File: src/rtl/aws_pkg.sv
package aws_pkg;

    // Default values of the top-level parameters.
    localparam int OFFSET_COUNT_DEF = 12;
    localparam int PASS_COUNT_DEF   = 3;
    localparam int SAMPLE_BITS_DEF  = 12;

    // Fixed field widths.
    localparam int ADC_BITS    = 12;
    localparam int PASS_BITS   = 2;
    localparam int OFFSET_BITS = 4;
    localparam int TICK_BITS   = 10;
    localparam int COUNT_BITS  = 16;
    localparam int SUM_BITS    = 28;
    localparam int HALF_US_BITS = 5;

    localparam logic [5:0] TICKS_PER_HALF_US = 6'd48;

    // Configuration port.
    localparam int CFG_INDEX_BITS = 2;
    localparam int CFG_DATA_BITS  = 16;
    localparam logic [CFG_INDEX_BITS-1:0] CFG_SAT_LOW  = 2'd0;
    localparam logic [CFG_INDEX_BITS-1:0] CFG_SAT_HIGH = 2'd1;
    localparam logic [CFG_INDEX_BITS-1:0] CFG_WINDOW   = 2'd2;

    localparam logic [ADC_BITS-1:0]   SAT_LOW_RESET  = 12'd50;
    localparam logic [ADC_BITS-1:0]   SAT_HIGH_RESET = 12'd4045;
    localparam logic [COUNT_BITS-1:0] WINDOW_RESET   = 16'd128;

    // Request kinds carried on the input side-band.
    localparam logic REQ_SAMPLE   = 1'b0;
    localparam logic REQ_SNAPSHOT = 1'b1;

    // Queue between the classifier and the accumulator.
    localparam int QUEUE_DEPTH    = 4;
    localparam int QUEUE_PTR_BITS = 2;
    localparam int QUEUE_CNT_BITS = 3;

    typedef struct packed {
        logic [ADC_BITS-1:0]   low_thresh;
        logic [ADC_BITS-1:0]   high_thresh;
        logic [COUNT_BITS-1:0] window;
    } cfg_t;

    // One classified input item.
    typedef struct packed {
        logic                is_snap;
        logic [ADC_BITS-1:0] value;
        logic                low_sat;
        logic                high_sat;
        logic                high_side;
        logic                low_side;
    } item_t;

    typedef struct packed {
        logic [PASS_BITS-1:0]   pass_number;
        logic [OFFSET_BITS-1:0] offset_number;
        logic [TICK_BITS-1:0]   window_ticks;
        logic [TICK_BITS-1:0]   next_ticks;
        logic [ADC_BITS-1:0]    sample_min;
        logic [ADC_BITS-1:0]    sample_max;
        logic [SUM_BITS-1:0]    sample_sum;
        logic [COUNT_BITS-1:0]  low_sat_count;
        logic [COUNT_BITS-1:0]  high_sat_count;
        logic [COUNT_BITS-1:0]  high_side_count;
        logic [COUNT_BITS-1:0]  low_side_count;
        logic                   sweep_done;
    } result_t;

    // Trigger offsets in half microseconds; entries past the list are zero.
    function automatic logic [HALF_US_BITS-1:0] trigger_half_us(
        input logic [OFFSET_BITS-1:0] idx
    );
        logic [HALF_US_BITS-1:0] hu;
        case (idx)
            4'd0:    hu = 5'd1;
            4'd1:    hu = 5'd2;
            4'd2:    hu = 5'd4;
            4'd3:    hu = 5'd6;
            4'd4:    hu = 5'd8;
            4'd5:    hu = 5'd10;
            4'd6:    hu = 5'd11;
            4'd7:    hu = 5'd12;
            4'd8:    hu = 5'd13;
            4'd9:    hu = 5'd14;
            4'd10:   hu = 5'd16;
            4'd11:   hu = 5'd20;
            default: hu = 5'd0;
        endcase
        return hu;
    endfunction

    function automatic logic [TICK_BITS-1:0] ticks_of(input logic [OFFSET_BITS-1:0] idx);
        logic [10:0] prod;
        prod = 11'(trigger_half_us(idx)) * 11'(TICKS_PER_HALF_US);
        return prod[TICK_BITS-1:0];
    endfunction

endpackage

File: src/rtl/adc_window_stats_sweeper.sv
// Channel   | Direction | Group                     | Contents
// ----------+-----------+---------------------------+-------------------------------------
// input     | in        | s_tvalid/s_tready/s_tdata | sample or pin snapshot, kind on s_tuser
// result    | out       | m_tvalid/m_tready/m_tdata | window statistics, sweep end on m_tlast
// config    | in        | cfg_we/cfg_index/cfg_data | threshold and window size registers
//
// A new input transfer can be taken every cycle, and the result register decouples the
// output so that a stalled result blocks input only once the four-entry queue and the
// front register are full.
// The input transfer that closes a window loads the front register, then the queue; when
// it leaves the queue it loads the result register, which raises result valid.
// Reset clears the sweep to pass 0, offset 0 with an empty window; there is no clearing pass.
// After the last window of the last pass the block keeps taking transfers and drops them.
module adc_window_stats_sweeper #(
    parameter int OFFSET_COUNT = aws_pkg::OFFSET_COUNT_DEF,
    parameter int PASS_COUNT   = aws_pkg::PASS_COUNT_DEF,
    parameter int SAMPLE_BITS  = aws_pkg::SAMPLE_BITS_DEF
) (
    input  logic                                  clk,
    input  logic                                  rst_n,
    input  logic                                  s_tvalid,
    output logic                                  s_tready,
    // adc_value[11:0], high_side_level[12], low_side_level[13], zero fill [15:14]
    input  logic [15:0]                           s_tdata,
    // req_type
    input  logic                                  s_tuser,
    output logic                                  m_tvalid,
    input  logic                                  m_tready,
    // pass_number[1:0], offset_number[5:2], window_ticks[15:6], next_ticks[25:16],
    // sample_min[37:26], sample_max[49:38], sample_sum[77:50], low_sat_count[93:78],
    // high_sat_count[109:94], high_side_count[125:110], low_side_count[141:126],
    // zero fill [143:142]
    output logic [143:0]                          m_tdata,
    // sweep_done
    output logic                                  m_tlast,
    input  logic                                  cfg_we,
    input  logic [aws_pkg::CFG_INDEX_BITS-1:0]    cfg_index,
    input  logic [aws_pkg::CFG_DATA_BITS-1:0]     cfg_data
);

    aws_pkg::cfg_t    cfg_reg;
    logic             item_valid;
    logic             item_ready;
    aws_pkg::item_t   front_item;
    logic             q_valid;
    logic             q_ready;
    aws_pkg::item_t   q_item;
    aws_pkg::result_t res;

    // Configuration registers; writes to unused indexes are dropped.
    always_ff @(posedge clk or negedge rst_n)
    begin
        if (!rst_n)
        begin
            cfg_reg.low_thresh  <= aws_pkg::SAT_LOW_RESET;
            cfg_reg.high_thresh <= aws_pkg::SAT_HIGH_RESET;
            cfg_reg.window      <= aws_pkg::WINDOW_RESET;
        end
        else if (cfg_we)
        begin
            unique case (cfg_index)
                aws_pkg::CFG_SAT_LOW:  cfg_reg.low_thresh  <= cfg_data[aws_pkg::ADC_BITS-1:0];
                aws_pkg::CFG_SAT_HIGH: cfg_reg.high_thresh <= cfg_data[aws_pkg::ADC_BITS-1:0];
                aws_pkg::CFG_WINDOW:   cfg_reg.window      <= cfg_data;
                default:               ;
            endcase
        end
    end

    // The front register classifies each transfer and grades samples against the
    // thresholds, so the accumulator only has to add, compare and count.
    aws_front #(
        .SAMPLE_BITS (SAMPLE_BITS)
    ) u_front (
        .clk             (clk),
        .rst_n           (rst_n),
        .in_valid        (s_tvalid),
        .in_ready        (s_tready),
        .req_type        (s_tuser),
        .adc_value       (s_tdata[11:0]),
        .high_side_level (s_tdata[12]),
        .low_side_level  (s_tdata[13]),
        .cfg             (cfg_reg),
        .item_valid      (item_valid),
        .item_ready      (item_ready),
        .item            (front_item)
    );

    aws_queue u_queue (
        .clk        (clk),
        .rst_n      (rst_n),
        .push_valid (item_valid),
        .push_ready (item_ready),
        .push_item  (front_item),
        .pop_valid  (q_valid),
        .pop_ready  (q_ready),
        .pop_item   (q_item)
    );

    // The back end owns the window accumulators, the sweep position and the result register.
    aws_back #(
        .OFFSET_COUNT (OFFSET_COUNT),
        .PASS_COUNT   (PASS_COUNT),
        .SAMPLE_BITS  (SAMPLE_BITS)
    ) u_back (
        .clk        (clk),
        .rst_n      (rst_n),
        .cfg        (cfg_reg),
        .item_valid (q_valid),
        .item_ready (q_ready),
        .item       (q_item),
        .res_valid  (m_tvalid),
        .res_ready  (m_tready),
        .res        (res)
    );

    assign m_tdata = {2'b00,
                      res.low_side_count,
                      res.high_side_count,
                      res.high_sat_count,
                      res.low_sat_count,
                      res.sample_sum,
                      res.sample_max,
                      res.sample_min,
                      res.next_ticks,
                      res.window_ticks,
                      res.offset_number,
                      res.pass_number};
    assign m_tlast = res.sweep_done;

endmodule

File: src/rtl/aws_front.sv
module aws_front #(
    parameter int SAMPLE_BITS = aws_pkg::SAMPLE_BITS_DEF
) (
    input  logic                          clk,
    input  logic                          rst_n,
    input  logic                          in_valid,
    output logic                          in_ready,
    input  logic                          req_type,
    input  logic [aws_pkg::ADC_BITS-1:0]  adc_value,
    input  logic                          high_side_level,
    input  logic                          low_side_level,
    input  aws_pkg::cfg_t                 cfg,
    output logic                          item_valid,
    input  logic                          item_ready,
    output aws_pkg::item_t                item
);

    localparam logic [aws_pkg::ADC_BITS-1:0] SAMPLE_MASK =
        (SAMPLE_BITS >= aws_pkg::ADC_BITS) ? {aws_pkg::ADC_BITS{1'b1}}
                                           : aws_pkg::ADC_BITS'((1 << SAMPLE_BITS) - 1);

    logic           valid_reg;
    aws_pkg::item_t item_reg;
    aws_pkg::item_t item_next;

    // Mask the sample and grade it against the saturation thresholds.
    always_comb
    begin
        item_next.is_snap   = (req_type == aws_pkg::REQ_SNAPSHOT);
        item_next.value     = adc_value & SAMPLE_MASK;
        item_next.low_sat   = (item_next.value <= cfg.low_thresh);
        item_next.high_sat  = (item_next.value >= cfg.high_thresh);
        item_next.high_side = high_side_level;
        item_next.low_side  = low_side_level;
    end

    assign in_ready   = !valid_reg || item_ready;
    assign item_valid = valid_reg;
    assign item       = item_reg;

    always_ff @(posedge clk or negedge rst_n)
    begin
        if (!rst_n)
        begin
            valid_reg <= 1'b0;
        end
        else if (in_ready)
        begin
            valid_reg <= in_valid;
        end
    end

    always_ff @(posedge clk)
    begin
        if (in_ready && in_valid)
        begin
            item_reg <= item_next;
        end
    end

endmodule

File: src/rtl/aws_queue.sv
module aws_queue (
    input  logic           clk,
    input  logic           rst_n,
    input  logic           push_valid,
    output logic           push_ready,
    input  aws_pkg::item_t push_item,
    output logic           pop_valid,
    input  logic           pop_ready,
    output aws_pkg::item_t pop_item
);

    aws_pkg::item_t                         entry_reg [aws_pkg::QUEUE_DEPTH];
    logic [aws_pkg::QUEUE_PTR_BITS-1:0]     wr_ptr_reg;
    logic [aws_pkg::QUEUE_PTR_BITS-1:0]     rd_ptr_reg;
    logic [aws_pkg::QUEUE_CNT_BITS-1:0]     count_reg;
    logic [aws_pkg::QUEUE_CNT_BITS-1:0]     count_next;
    logic                                   push;
    logic                                   pop;

    assign push_ready = (count_reg != aws_pkg::QUEUE_CNT_BITS'(aws_pkg::QUEUE_DEPTH));
    assign pop_valid  = (count_reg != '0);
    assign pop_item   = entry_reg[rd_ptr_reg];
    assign push       = push_valid && push_ready;
    assign pop        = pop_valid && pop_ready;

    always_comb
    begin
        count_next = count_reg;
        if (push && !pop)
        begin
            count_next = count_reg + 1'b1;
        end
        else if (pop && !push)
        begin
            count_next = count_reg - 1'b1;
        end
    end

    always_ff @(posedge clk or negedge rst_n)
    begin
        if (!rst_n)
        begin
            wr_ptr_reg <= '0;
            rd_ptr_reg <= '0;
            count_reg  <= '0;
        end
        else
        begin
            if (push)
            begin
                wr_ptr_reg <= wr_ptr_reg + 1'b1;
            end
            if (pop)
            begin
                rd_ptr_reg <= rd_ptr_reg + 1'b1;
            end
            count_reg <= count_next;
        end
    end

    always_ff @(posedge clk)
    begin
        if (push)
        begin
            entry_reg[wr_ptr_reg] <= push_item;
        end
    end

    assert property (@(posedge clk) disable iff (!rst_n)
        count_reg <= aws_pkg::QUEUE_CNT_BITS'(aws_pkg::QUEUE_DEPTH))
        else $error("queue fill count beyond depth");

    assert property (@(posedge clk) disable iff (!rst_n)
        (count_reg == '0) |-> (wr_ptr_reg == rd_ptr_reg))
        else $error("empty queue with unequal pointers");

    assert property (@(posedge clk) disable iff (!rst_n)
        (push && !pop) |=> (count_reg == $past(count_reg) + 1'b1))
        else $error("queue count did not follow a lone write");

endmodule

File: src/rtl/aws_back.sv
module aws_back #(
    parameter int OFFSET_COUNT = aws_pkg::OFFSET_COUNT_DEF,
    parameter int PASS_COUNT   = aws_pkg::PASS_COUNT_DEF,
    parameter int SAMPLE_BITS  = aws_pkg::SAMPLE_BITS_DEF
) (
    input  logic             clk,
    input  logic             rst_n,
    input  aws_pkg::cfg_t    cfg,
    input  logic             item_valid,
    output logic             item_ready,
    input  aws_pkg::item_t   item,
    output logic             res_valid,
    input  logic             res_ready,
    output aws_pkg::result_t res
);

    localparam int AB = aws_pkg::ADC_BITS;
    localparam int CB = aws_pkg::COUNT_BITS;
    localparam int SB = aws_pkg::SUM_BITS;
    localparam int PB = aws_pkg::PASS_BITS;
    localparam int OB = aws_pkg::OFFSET_BITS;

    localparam logic [AB-1:0] SAMPLE_MASK =
        (SAMPLE_BITS >= AB) ? {AB{1'b1}} : AB'((1 << SAMPLE_BITS) - 1);
    localparam logic [OB:0]   OFFSET_LIMIT = (OB+1)'(OFFSET_COUNT);
    localparam logic [PB:0]   PASS_LIMIT   = (PB+1)'(PASS_COUNT);

    logic            running_reg;
    logic [PB-1:0]   pass_reg;
    logic [OB-1:0]   offset_reg;
    logic [CB-1:0]   count_reg;
    logic [AB-1:0]   min_reg;
    logic [AB-1:0]   max_reg;
    logic [SB-1:0]   sum_reg;
    logic [CB-1:0]   low_sat_reg;
    logic [CB-1:0]   high_sat_reg;
    logic [CB-1:0]   high_side_reg;
    logic [CB-1:0]   low_side_reg;

    logic            out_valid_reg;
    aws_pkg::result_t out_reg;

    logic            pop;
    logic            take_sample;
    logic            take_snap;
    logic            close;
    logic            emit;
    logic            last_offset;
    logic            last_pass;
    logic [CB:0]     count_inc;
    logic [AB-1:0]   min_next;
    logic [AB-1:0]   max_next;
    logic [SB:0]     sum_add;
    logic [SB-1:0]   sum_next;
    logic [CB-1:0]   low_sat_next;
    logic [CB-1:0]   high_sat_next;
    logic [CB-1:0]   high_side_next;
    logic [CB-1:0]   low_side_next;
    aws_pkg::result_t res_next;

    function automatic logic [CB-1:0] sat_inc(input logic [CB-1:0] c, input logic en);
        logic [CB-1:0] r;
        r = c;
        if (en && (c != {CB{1'b1}}))
        begin
            r = c + 1'b1;
        end
        return r;
    endfunction

    assign item_ready  = !out_valid_reg || res_ready;
    assign pop         = item_valid && item_ready;
    assign take_sample = pop && running_reg && !item.is_snap;
    assign take_snap   = pop && running_reg && item.is_snap;

    always_comb
    begin
        count_inc      = {1'b0, count_reg} + 1'b1;
        close          = (count_inc >= {1'b0, cfg.window});
        emit           = take_sample && close;
        min_next       = (item.value < min_reg) ? item.value : min_reg;
        max_next       = (item.value > max_reg) ? item.value : max_reg;
        sum_add        = {1'b0, sum_reg} + (SB+1)'(item.value);
        sum_next       = sum_add[SB] ? {SB{1'b1}} : sum_add[SB-1:0];
        low_sat_next   = sat_inc(low_sat_reg, item.low_sat);
        high_sat_next  = sat_inc(high_sat_reg, item.high_sat);
        high_side_next = sat_inc(high_side_reg, item.high_side);
        low_side_next  = sat_inc(low_side_reg, item.low_side);
        last_offset    = (({1'b0, offset_reg} + 1'b1) >= OFFSET_LIMIT);
        last_pass      = (({1'b0, pass_reg} + 1'b1) >= PASS_LIMIT);

        res_next.pass_number     = pass_reg;
        res_next.offset_number   = offset_reg;
        res_next.window_ticks    = aws_pkg::ticks_of(offset_reg);
        res_next.sample_min      = min_next;
        res_next.sample_max      = max_next;
        res_next.sample_sum      = sum_next;
        res_next.low_sat_count   = low_sat_next;
        res_next.high_sat_count  = high_sat_next;
        res_next.high_side_count = high_side_reg;
        res_next.low_side_count  = low_side_reg;
        res_next.sweep_done      = last_offset && last_pass;
        if (!last_offset)
        begin
            res_next.next_ticks = aws_pkg::ticks_of(offset_reg + 1'b1);
        end
        else if (!last_pass)
        begin
            res_next.next_ticks = aws_pkg::ticks_of('0);
        end
        else
        begin
            res_next.next_ticks = '0;
        end
    end

    always_ff @(posedge clk or negedge rst_n)
    begin
        if (!rst_n)
        begin
            running_reg   <= 1'b1;
            pass_reg      <= '0;
            offset_reg    <= '0;
            count_reg     <= '0;
            min_reg       <= SAMPLE_MASK;
            max_reg       <= '0;
            sum_reg       <= '0;
            low_sat_reg   <= '0;
            high_sat_reg  <= '0;
            high_side_reg <= '0;
            low_side_reg  <= '0;
            out_valid_reg <= 1'b0;
        end
        else
        begin
            if (emit)
            begin
                out_valid_reg <= 1'b1;
            end
            else if (res_ready)
            begin
                out_valid_reg <= 1'b0;
            end

            if (take_snap)
            begin
                high_side_reg <= high_side_next;
                low_side_reg  <= low_side_next;
            end

            if (emit)
            begin
                // The window is closed: clear it and step the sweep.
                count_reg     <= '0;
                min_reg       <= SAMPLE_MASK;
                max_reg       <= '0;
                sum_reg       <= '0;
                low_sat_reg   <= '0;
                high_sat_reg  <= '0;
                high_side_reg <= '0;
                low_side_reg  <= '0;
                if (last_offset && last_pass)
                begin
                    running_reg <= 1'b0;
                end
                else if (!last_offset)
                begin
                    offset_reg <= offset_reg + 1'b1;
                end
                else
                begin
                    offset_reg <= '0;
                    pass_reg   <= pass_reg + 1'b1;
                end
            end
            else if (take_sample)
            begin
                count_reg    <= count_inc[CB-1:0];
                min_reg      <= min_next;
                max_reg      <= max_next;
                sum_reg      <= sum_next;
                low_sat_reg  <= low_sat_next;
                high_sat_reg <= high_sat_next;
            end
        end
    end

    always_ff @(posedge clk)
    begin
        if (emit)
        begin
            out_reg <= res_next;
        end
    end

    assign res_valid = out_valid_reg;
    assign res       = out_reg;

    assert property (@(posedge clk) disable iff (!rst_n)
        ({1'b0, offset_reg} < OFFSET_LIMIT) && ({1'b0, pass_reg} < PASS_LIMIT))
        else $error("sweep position out of range");

    assert property (@(posedge clk) disable iff (!rst_n)
        (emit && res_next.sweep_done) |=> !running_reg)
        else $error("sweep still running after final window");

    assert property (@(posedge clk) disable iff (!rst_n)
        !running_reg |=> !running_reg && $stable(offset_reg) && $stable(pass_reg))
        else $error("sweep state moved after done");

    assert property (@(posedge clk) disable iff (!rst_n)
        (out_valid_reg && !res_ready) |-> !pop)
        else $error("item consumed while result slot blocked");

endmodule

File: config.mk
export PLATFORM = sky130hd
export DESIGN_NAME = adc_window_stats_sweeper
export DESIGN_NICKNAME = d
export VERILOG_FILES = /design/src/rtl/aws_pkg.sv /design/src/rtl/adc_window_stats_sweeper.sv /design/src/rtl/aws_front.sv /design/src/rtl/aws_queue.sv /design/src/rtl/aws_back.sv
export SDC_FILE = /design/constraint.sdc
export NUM_CORES = 1
export LEC_CHECK = 0
export ABC_CLOCK_PERIOD_IN_PS = 12100
export BUFFER_PORTS_ARGS = -buffer_cell sky130_fd_sc_hd__buf_2
export CORE_ASPECT_RATIO = 1.25
export CORE_MARGIN = 4
export CORE_UTILIZATION = 47
export DETAILED_ROUTE_END_ITERATION = 16
export PLACE_DENSITY_LB_ADDON = 0.1
export SYNTH_ARGS = -nofsm -noshare
export SYNTH_HDL_FRONTEND = slang
export SYNTH_SLANG_ARGS = --single-unit
File: constraint.sdc
create_clock -name clk -period 12.1 [get_ports clk]
set_input_delay 1.21 -clock clk [delete_from_list [all_inputs] [get_ports clk]]
set_output_delay 1.21 -clock clk [all_outputs]
set_load 0.005 [all_outputs]
==> reports/metrics.cfg, run 1 <==
[route]
drt_iter0_drc=688
dr.pass1.iters=5
avgRoutedWirePerCell_um=17.8
drcViolationCount=0
num_vias=13000
drt_wl_total_mm=42.3
via_per_inst=5.48
postRouteAntennaNets=0

[setup_path]
end_kind=flip-flop
cp-start-kind=flip-flop
crit_buf_inv=3
cp_slowest_stage_delay_ps=730
critical_path.top_delay_family=buffers and inverters
worstSetupPathType=flip-flop to flip-flop
r2r-start=u_back.count_reg[2]
crit_start=u_back.count_reg[2]
arrival_ps=6000
critPathSlowestCell=buf_4
crit_top_cell=buf_4
required_ps=12520
cp_max_fo=86
critical_path.cell_chain=nand3_1 -> nor3_1 -> and3_1 -> xor2_1 -> ha_1 -> nand4_1 -> nor4_1 -> o41ai_1 -> a21oi_2 -> buf_4 -> o21ai_2 -> inv_6 -> buf_4 -> o21ai_0 -> mux2_2

[placement]
io_buffer_count=174
place.gp.congestion=0.813
dp.final_hpwl_mm=28.9
placed_area_um2=21000

[flow_run]
cap_violations=0

[cts]
path_clk_slew_ps=60
cts_max_level=2
postCtsHoldBufs=0
clk-insertion-delay-late_ps=550
clock_sinks=408
post-cts-setup-buffer-count=0
clock_path_buffers=3
cts_root_buf=clkbuf_16
cts_tree=built
numCtsBuffers=41
cts-resized-gates=0

[floorplan]
coreArea_um2=41200
dieHeight_um=236
die_area_um2=45100
num_io_pins=187
start_util_pct=47.6
rows=83
die_w_um=191

[logic_synthesis]
synth_cell_types=88
synth-edff-count=220
synthCells=1615
yosysSeqAreaShare_pct=57.8
avgSynthCellArea_um2=12.2
ys_async_sr_fraction_pct=46.1
syn-cell-area_um2=19600
yosysWarnings=0
ys_ff_latch=408
synthFlopType=edfxtp_1

[sta]
rsz0062_at_grt=no
worstMarginPinSlew_ps=1160
skew_ps=19.4
fmax_ghz=0.179
slew_headroom_pct=22.5
tns_ps=0
setup_viol=0
min_period_ps=5580
period_share_pct=46.1
slew_viol_final=0
finalHoldViolCount=0

[global_route]
antenna_found_initial=0
grt_overflow_total=0
grt_pass1_vias=13100
grt_max_degree=87
grt_pass1_wl_mm=68.4
grt_usage_pct=18.7

[min_path]
hold_path.class=flip-flop to flip-flop
worstHoldStart=u_back.running_reg

[pwr]
leakage_nw=9.64
p_per_area_nw_per_um2=167
power_mw=3.76
irDropWorstVdd_mv=0.118

[final_layout]
diodes=0
final_nets=1938
final_cell_area_um2=22400
largest_register_ff_count=135
layout_commonest_cell=edfxtp_1
mostFrequentLayoutCells=220 x edfxtp_1, 173 x buf_2, 162 x dfrtp_1
area_growth_syn_to_layout_pct=14.3
drive_above_1_share_pct=20.8

[run_status]
status=finished clean

[cells by family (layout without fill, tap and decap cells)]
kind of cell | after synthesis | count (layout) | share of synthesized area [%]
flip-flops | 408 | 408 | 57.8
multiplexers | 78 | 78 | 5.36
adder cells (fa/ha/maj) | 107 | 107 | 6.97
buffers and inverters | 158 | 358 | 3.42
other | 1 | 10 | 0.0191
AO/OA/AOI/OAI | 359 | 359 | 12.2
AND/OR/NAND/NOR | 434 | 434 | 11.1
XOR/XNOR | 70 | 70 | 3.12
[power by group]
group,internal [mW],switching [mW]
clock network,0.773,0.526
registers,1.61,0.0559
logic,0.323,0.467
[layout make-up]
type,instances,area (um2)
Fill cell,3540,18800
Sequential cell,408,11300
Timing Repair Buffer,190,1000
Clock buffer,52,1140
Tap cell,552,691
Multi-Input combinational cell,1058,7660
Inverter,92,350
Clock inverter,24,239
[worst paths after layout]
kind                       slack (ps)                   end  cells after the start
max                              6520  u_back.offset_reg[0]                     15
min                               490    u_back.running_reg                      1
max reg2reg                      6520  u_back.offset_reg[0]                     15
min reg2reg                       490    u_back.running_reg                      1
max in group asynchronous        9380    u_back.sum_reg[12]                      3
min in group asynchronous         710    u_back.pass_reg[1]                      1
[routing by layer]
layer / wire (um) / track usage (%)
met5: 0 / 0
met2: 21200 / 32.3
met4: 1030 / 5.46
met3: 1810 / 2.86
met1: 18300 / 24.5
[stage by stage]
stage / hold WS [ps] / utilization, % / setup WS (ps) / cells
after detailed placement: 481 / 51.0 / 6580 / 2300
after CTS: 490 / 54.4 / 6530 / 2376
after global routing: 513 / 54.4 / 5980 / 2376
after global placement: 471 / 51.0 / 6660 / 2300
after floorplan: 455 / - / 6880 / 1624
final: 487 / 54.4 / 6520 / 2376
[synth_stat cells (all sizes together), types with 44 or more instances]
cell type | number | area (um2)
edfxtp | 220 | 6610
dfrtp | 162 | 4050
xnor2 | 44 | 385
ha | 103 | 1290
nor2 | 53 | 204
o21ai | 125 | 637
nand2 | 154 | 586
a21oi | 56 | 288
nand3 | 61 | 310
inv | 92 | 345
mux2 | 47 | 529
Note: power is estimated with default switching activity, not from simulation.
==> inputs of run 2 (changes only) <==
--- a/config.mk
+++ b/config.mk
@@ -5,7 +5,7 @@
 export SDC_FILE = /design/constraint.sdc
 export NUM_CORES = 1
 export LEC_CHECK = 0
-export ABC_CLOCK_PERIOD_IN_PS = 12100
+export ABC_CLOCK_PERIOD_IN_PS = 4500
 export BUFFER_PORTS_ARGS = -buffer_cell sky130_fd_sc_hd__buf_2
 export CORE_ASPECT_RATIO = 1.25
 export CORE_MARGIN = 4
==> constraint.sdc (replaced) <==
create_clock -name clk -period 4.5 [get_ports clk]
set_input_delay 0.45 -clock clk [delete_from_list [all_inputs] [get_ports clk]]
set_output_delay 0.45 -clock clk [all_outputs]
set_load 0.005 [all_outputs]
==> reports/metrics.cfg, run 2 (same netlist as run 1, synthesis figures left out) <==
[pwr]
leakage_nw=9.70
p_per_area_nw_per_um2=445
irDropWorstVdd_mv=0.318
power_mw=10.0

[cts]
clock_sinks=408
cts_root_buf=clkbuf_16
clock_path_buffers=3
path_clk_slew_ps=60
clk-insertion-delay-late_ps=550
numCtsBuffers=43
post-cts-setup-buffer-count=0
cts_tree=built
cts-resized-gates=0
cts_max_level=2

[placement]
io_buffer_count=174
post-place-ws_ps=677
place.gp.congestion=0.816
placed_area_um2=21200
dp.final_hpwl_mm=29.4
dpl.cell_count=2313

[route]
drt_iter0_drc=658
drcViolationCount=0
postRouteAntennaNets=0
drt_wl_total_mm=42.6
num_vias=13000
avgRoutedWirePerCell_um=17.8
dr.pass1.iters=5
via_per_inst=5.45

[global_route]
grt_pass1_wl_mm=68.9
antenna_found_initial=0
grt_overflow_total=0
grt_max_degree=108
grt_usage_pct=18.9
grt_pass1_vias=13000

[sta]
fin_ws_ps=661
finalHoldViolCount=0
period_share_pct=85.3
min_period_ps=3840
rsz0062_at_grt=no
worstMarginPinSlew_ps=1120
setup_viol=0
hold_ws_ps=108
tns_ps=0
slew_viol_final=0
fmax_ghz=0.261
slew_headroom_pct=25.0
skew_ps=16.8

[final_layout]
utilization_pct=54.6
drive_above_1_share_pct=21.7
final_nets=1954
final_cell_area_um2=22500
regArea_um2=11300
n_fill_cell=3524
diodes=0
largest_register_ff_count=135
area_growth_syn_to_layout_pct=14.8
mostFrequentLayoutCells=220 x edfxtp_1, 173 x buf_2, 162 x dfrtp_1
fin_cells=2393
multi_input_area_um2=7660
layout_commonest_cell=edfxtp_1

[floorplan]
start_util_pct=47.6
rows=83
die_area_um2=45100
num_io_pins=187
coreArea_um2=41200
dieHeight_um=236
die_w_um=191

[setup_path]
end_kind=flip-flop
required_ps=4940
worstSetupPathType=flip-flop to flip-flop
cp-start-kind=flip-flop
cp_max_fo=10
arrival_ps=4280

[run_status]
status=finished clean

[min_path]
hold_path.class=input pin to flip-flop

[flow_run]
cap_violations=0

## run 2: cell types whose count changed in the layout (fill, tap and decap cells not counted), sizes merged
cell         previous run  this run
clkinvlp                1         3
buf                   189       202
clkinv                 17        20
inv                    93        96
bufinv                  5         2
dlygate4sd3             0         1
clkbuf                 53        51
## run 2: cell type report
cell class / count / area share [%]
clock buffers: 50 / 4.94
repair buffers: 204 / 5.08
clock inverters: 29 / 0.961
flip-flops and latches: 408 / 50.4
multi-input cells: 1058 / 34.0
well taps: 552 / 3.07
inverters: 92 / 1.56
## run 2: final timing paths
| check | cells after the start | startpoint | slack, ps | endpoint |
|---|---|---|---|---|
| setup reg to reg | 11 | u_queue.rd_ptr_reg[0] | 660 | u_back.sum_reg[5] |
| hold / removal | 2 | s_tvalid | 110 | u_front.item_valid |
| max in group asynchronous | 3 | rst_n | 2950 | u_back.max_reg[0] |
| min in group asynchronous | 2 | rst_n | 500 | u_back.low_sat_reg[4] |
| hold reg to reg | 0 | u_front.item[1] | 490 | u_queue.entry_reg[3][1] |
| setup / recovery | 11 | u_queue.rd_ptr_reg[0] | 660 | u_back.sum_reg[5] |
## run 2: critical path, cell delays in order (launching register included)
cell	delay (ps)
dfrtp_1	340
buf_4	170
mux4_2	600
ha_1	270
fa_1	420
a21o_1	190
a311o_1	390
o22ai_2	230
a2bb2oi_2	330
nor2_2	210
or2_2	360
a22o_1	210
## run 2: what timing repair did
action	4_1_cts	5_1_grt
endpoints found under the hold margin	44	0
endpoints found under the setup margin	0	0
hold buffers	1	0
## run 2: metal layers
layer | track usage (%) | share of wire, % | vias to the layer above
met3 | 2.71 | 4.5 | 64
met5 | 0 | 0 | -
met2 | 32.9 | 50 | 272
met4 | 5.12 | 2.4 | 0
li1 | - | - | 6323
met1 | 24.7 | 43 | 6371
## run 2: where the power goes
part | switching [mW] | leakage [nW] | internal (mW)
combinational | 1.32 | 4.44 | 0.881
sequential | 0.100 | 4.60 | 4.33
clock | 1.49 | 0.657 | 1.90
==> inputs of run 3 (changes only) <==
--- a/config.mk
+++ b/config.mk
@@ -5,7 +5,7 @@
 export SDC_FILE = /design/constraint.sdc
 export NUM_CORES = 1
 export LEC_CHECK = 0
-export ABC_CLOCK_PERIOD_IN_PS = 4500
+export ABC_CLOCK_PERIOD_IN_PS = 3450
 export BUFFER_PORTS_ARGS = -buffer_cell sky130_fd_sc_hd__buf_2
 export CORE_ASPECT_RATIO = 1.25
 export CORE_MARGIN = 4
==> constraint.sdc (replaced) <==
create_clock -name clk -period 3.45 [get_ports clk]
set_input_delay 0.5175 -clock clk [delete_from_list [all_inputs] [get_ports clk]]
set_output_delay 0.5175 -clock clk [all_outputs]
set_load 0.005 [all_outputs]
==> reports/metrics.cfg, run 3 (same netlist as run 1, synthesis figures left out) <==
[sta]
min_period_ps=3380
skew_ps=19.7
worstMarginPinSlew_ps=905
tns_ps=0
setup_viol=0
rsz0062_at_grt=yes
hold_ws_ps=177
slew_viol_final=0
period_share_pct=98.1
finalHoldViolCount=0
slew_headroom_pct=39.7
fmax_ghz=0.295

[route]
wl_met1_mm=18.8
met2_length_mm=21.8
num_vias=13300
wl_met3_mm=1.85
postRouteAntennaNets=0
via_per_inst=5.46
dr.pass1.iters=7
drcViolationCount=0
avgRoutedWirePerCell_um=17.8
dr.max_layer_used=met4
drt_wl_total_mm=43.5
drt_iter0_drc=685

[run_status]
status=finished clean

[pwr]
p_seq_share_pct=43.0
switchingPower_mw=3.79
comb_power_share_pct=23.5
clkPwrFrac_pct=33.5
swShare_pct=28.1
irDropWorstVdd_mv=0.380
internal-power_mw=9.70
p_per_area_nw_per_um2=578
leakage_nw=10.1

[cts]
clock_path_buffers=3
cts_root_buf=clkbuf_16
numCtsBuffers=42
cts_max_level=2
clock_sinks=408
clk-insertion-delay-late_ps=550
path_clk_slew_ps=60
cts_tree=built

[final_layout]
diodes=0
drive_above_1_share_pct=25.1
mostFrequentLayoutCells=220 x edfxtp_1, 173 x buf_2, 160 x dfrtp_1
area_growth_syn_to_layout_pct=18.9
n_fill_cell=3454
final_nets=2008
largest_register_ff_count=135
layout_commonest_cell=edfxtp_1

[setup_path]
required_ps=3900
cp_max_fo=7
rr_endpoint=u_back.sum_reg[19]
arrival_ps=3830
cp-start-kind=flip-flop
worst-r2r-cell-count=15
worstSetupPathType=flip-flop to flip-flop
regToRegSetupSlack_ps=70
r2r-start=u_back.count_reg[4]
end_kind=flip-flop

[placement]
place.gp.congestion=0.821
dp.final_hpwl_mm=30.4
io_buffer_count=174

[floorplan]
die_w_um=191
rows=83
coreArea_um2=41200
dieHeight_um=236
start_util_pct=47.6
num_io_pins=187
die_area_um2=45100

[flow_run]
cap_violations=0

[min_path]
worstHoldStart=s_tuser
hold_path.class=input pin to flip-flop
hold_end=u_front.item[16]
hold_depth=1

[global_route]
grt_pass1_wl_mm=69.2
antenna_found_initial=0
grt_overflow_total=0
grt_usage_pct=18.9
grt_pass1_vias=13100
grt_max_degree=69

run 3: repair_timing:
item,4_1_cts,5_1_grt
resized for setup,4,32
buffers inserted,2,4
gates cloned,0,3
hold endpoints to repair,2,0
hold buffers,1,0
setup endpoints to repair,75,253
pin swaps,3,7
run 3: power by group through the flow:
stage	registers, mW	logic (mW)	clock network [mW]
3_5_place_dp	5.89	3.14	0
2_1_floorplan	5.83	2.08	0
4_1_cts	5.80	3.17	4.66
6_report	5.80	3.17	4.53
5_1_grt	5.83	3.57	4.86
3_3_place_gp	5.87	3.08	0
run 3: final cells by class:
| cell class | count | area (um2) | area share, % |
|---|---|---|---|
| flip-flops and latches | 408 | 11300 | 48.6 |
| clock buffers | 58 | 1170 | 5.03 |
| repair buffers | 257 | 1700 | 7.30 |
| repair inverters | 2 | 17.5 | 0.0751 |
| inverters | 92 | 372 | 1.59 |
| clock inverters | 19 | 196 | 0.842 |
| well taps | 552 | 691 | 2.96 |
| multi-input cells | 1058 | 7830 | 33.6 |
run 3: metrics by stage:
step | std cells | total power, mW | cell area [um2] | setup WS [ps] | utilization [%]
6_report | 2446 | 13.5 | 23300 | 65.5 | 56.6
5_1_grt | 2446 | 14.3 | 23300 | -22.9 | 56.6
4_1_cts | 2439 | 13.6 | 23100 | 1.88 | 56.0
3_5_place_dp | 2359 | 9.03 | 21700 | -17.5 | 52.6
3_3_place_gp | 2359 | 8.95 | 21700 | -17.6 | 52.6
2_1_floorplan | 1624 | 7.91 | 19700 | -17.1 | -
run 3: worst max path at each step:
stage / from / to / cells after the start
6_report: u_back.count_reg[4] / u_back.sum_reg[19] / 15
5_1_grt: u_queue.rd_ptr_reg[0] / u_back.sum_reg[12] / 10
4_1_cts: u_back.count_reg[6] / u_back.res[14] / 13
3_5_place_dp: u_back.count_reg[4] / u_back.res[54] / 13
3_3_place_gp: u_back.count_reg[5] / u_back.res[53] / 13
2_1_floorplan: u_back.count_reg[0] / u_back.offset_reg[0] / 13
run 3: layer usage:
| layer | up-vias | track usage (%) |
|---|---|---|
| li1 | 6440 | - |
| met4 | 0 | 5.62 |
| met2 | 322 | 32.8 |
| met1 | 6520 | 25.1 |
| met3 | 62 | 2.46 |
| met5 | - | 0 |
run 3: worst max-delay path, stage by stage, from the launching register on:
cell and delay [ps]:
dfrtp_1 400, nand3_1 160, nor3_4 230, and3_4 250, xor2_1 190, ha_1 290
nand4_1 170, inv_1 60, a221oi_1 340, a21oi_2 150, buf_12 170, o21ai_4 200
buf_4 200, inv_6 70, buf_4 160, a211oi_1 230
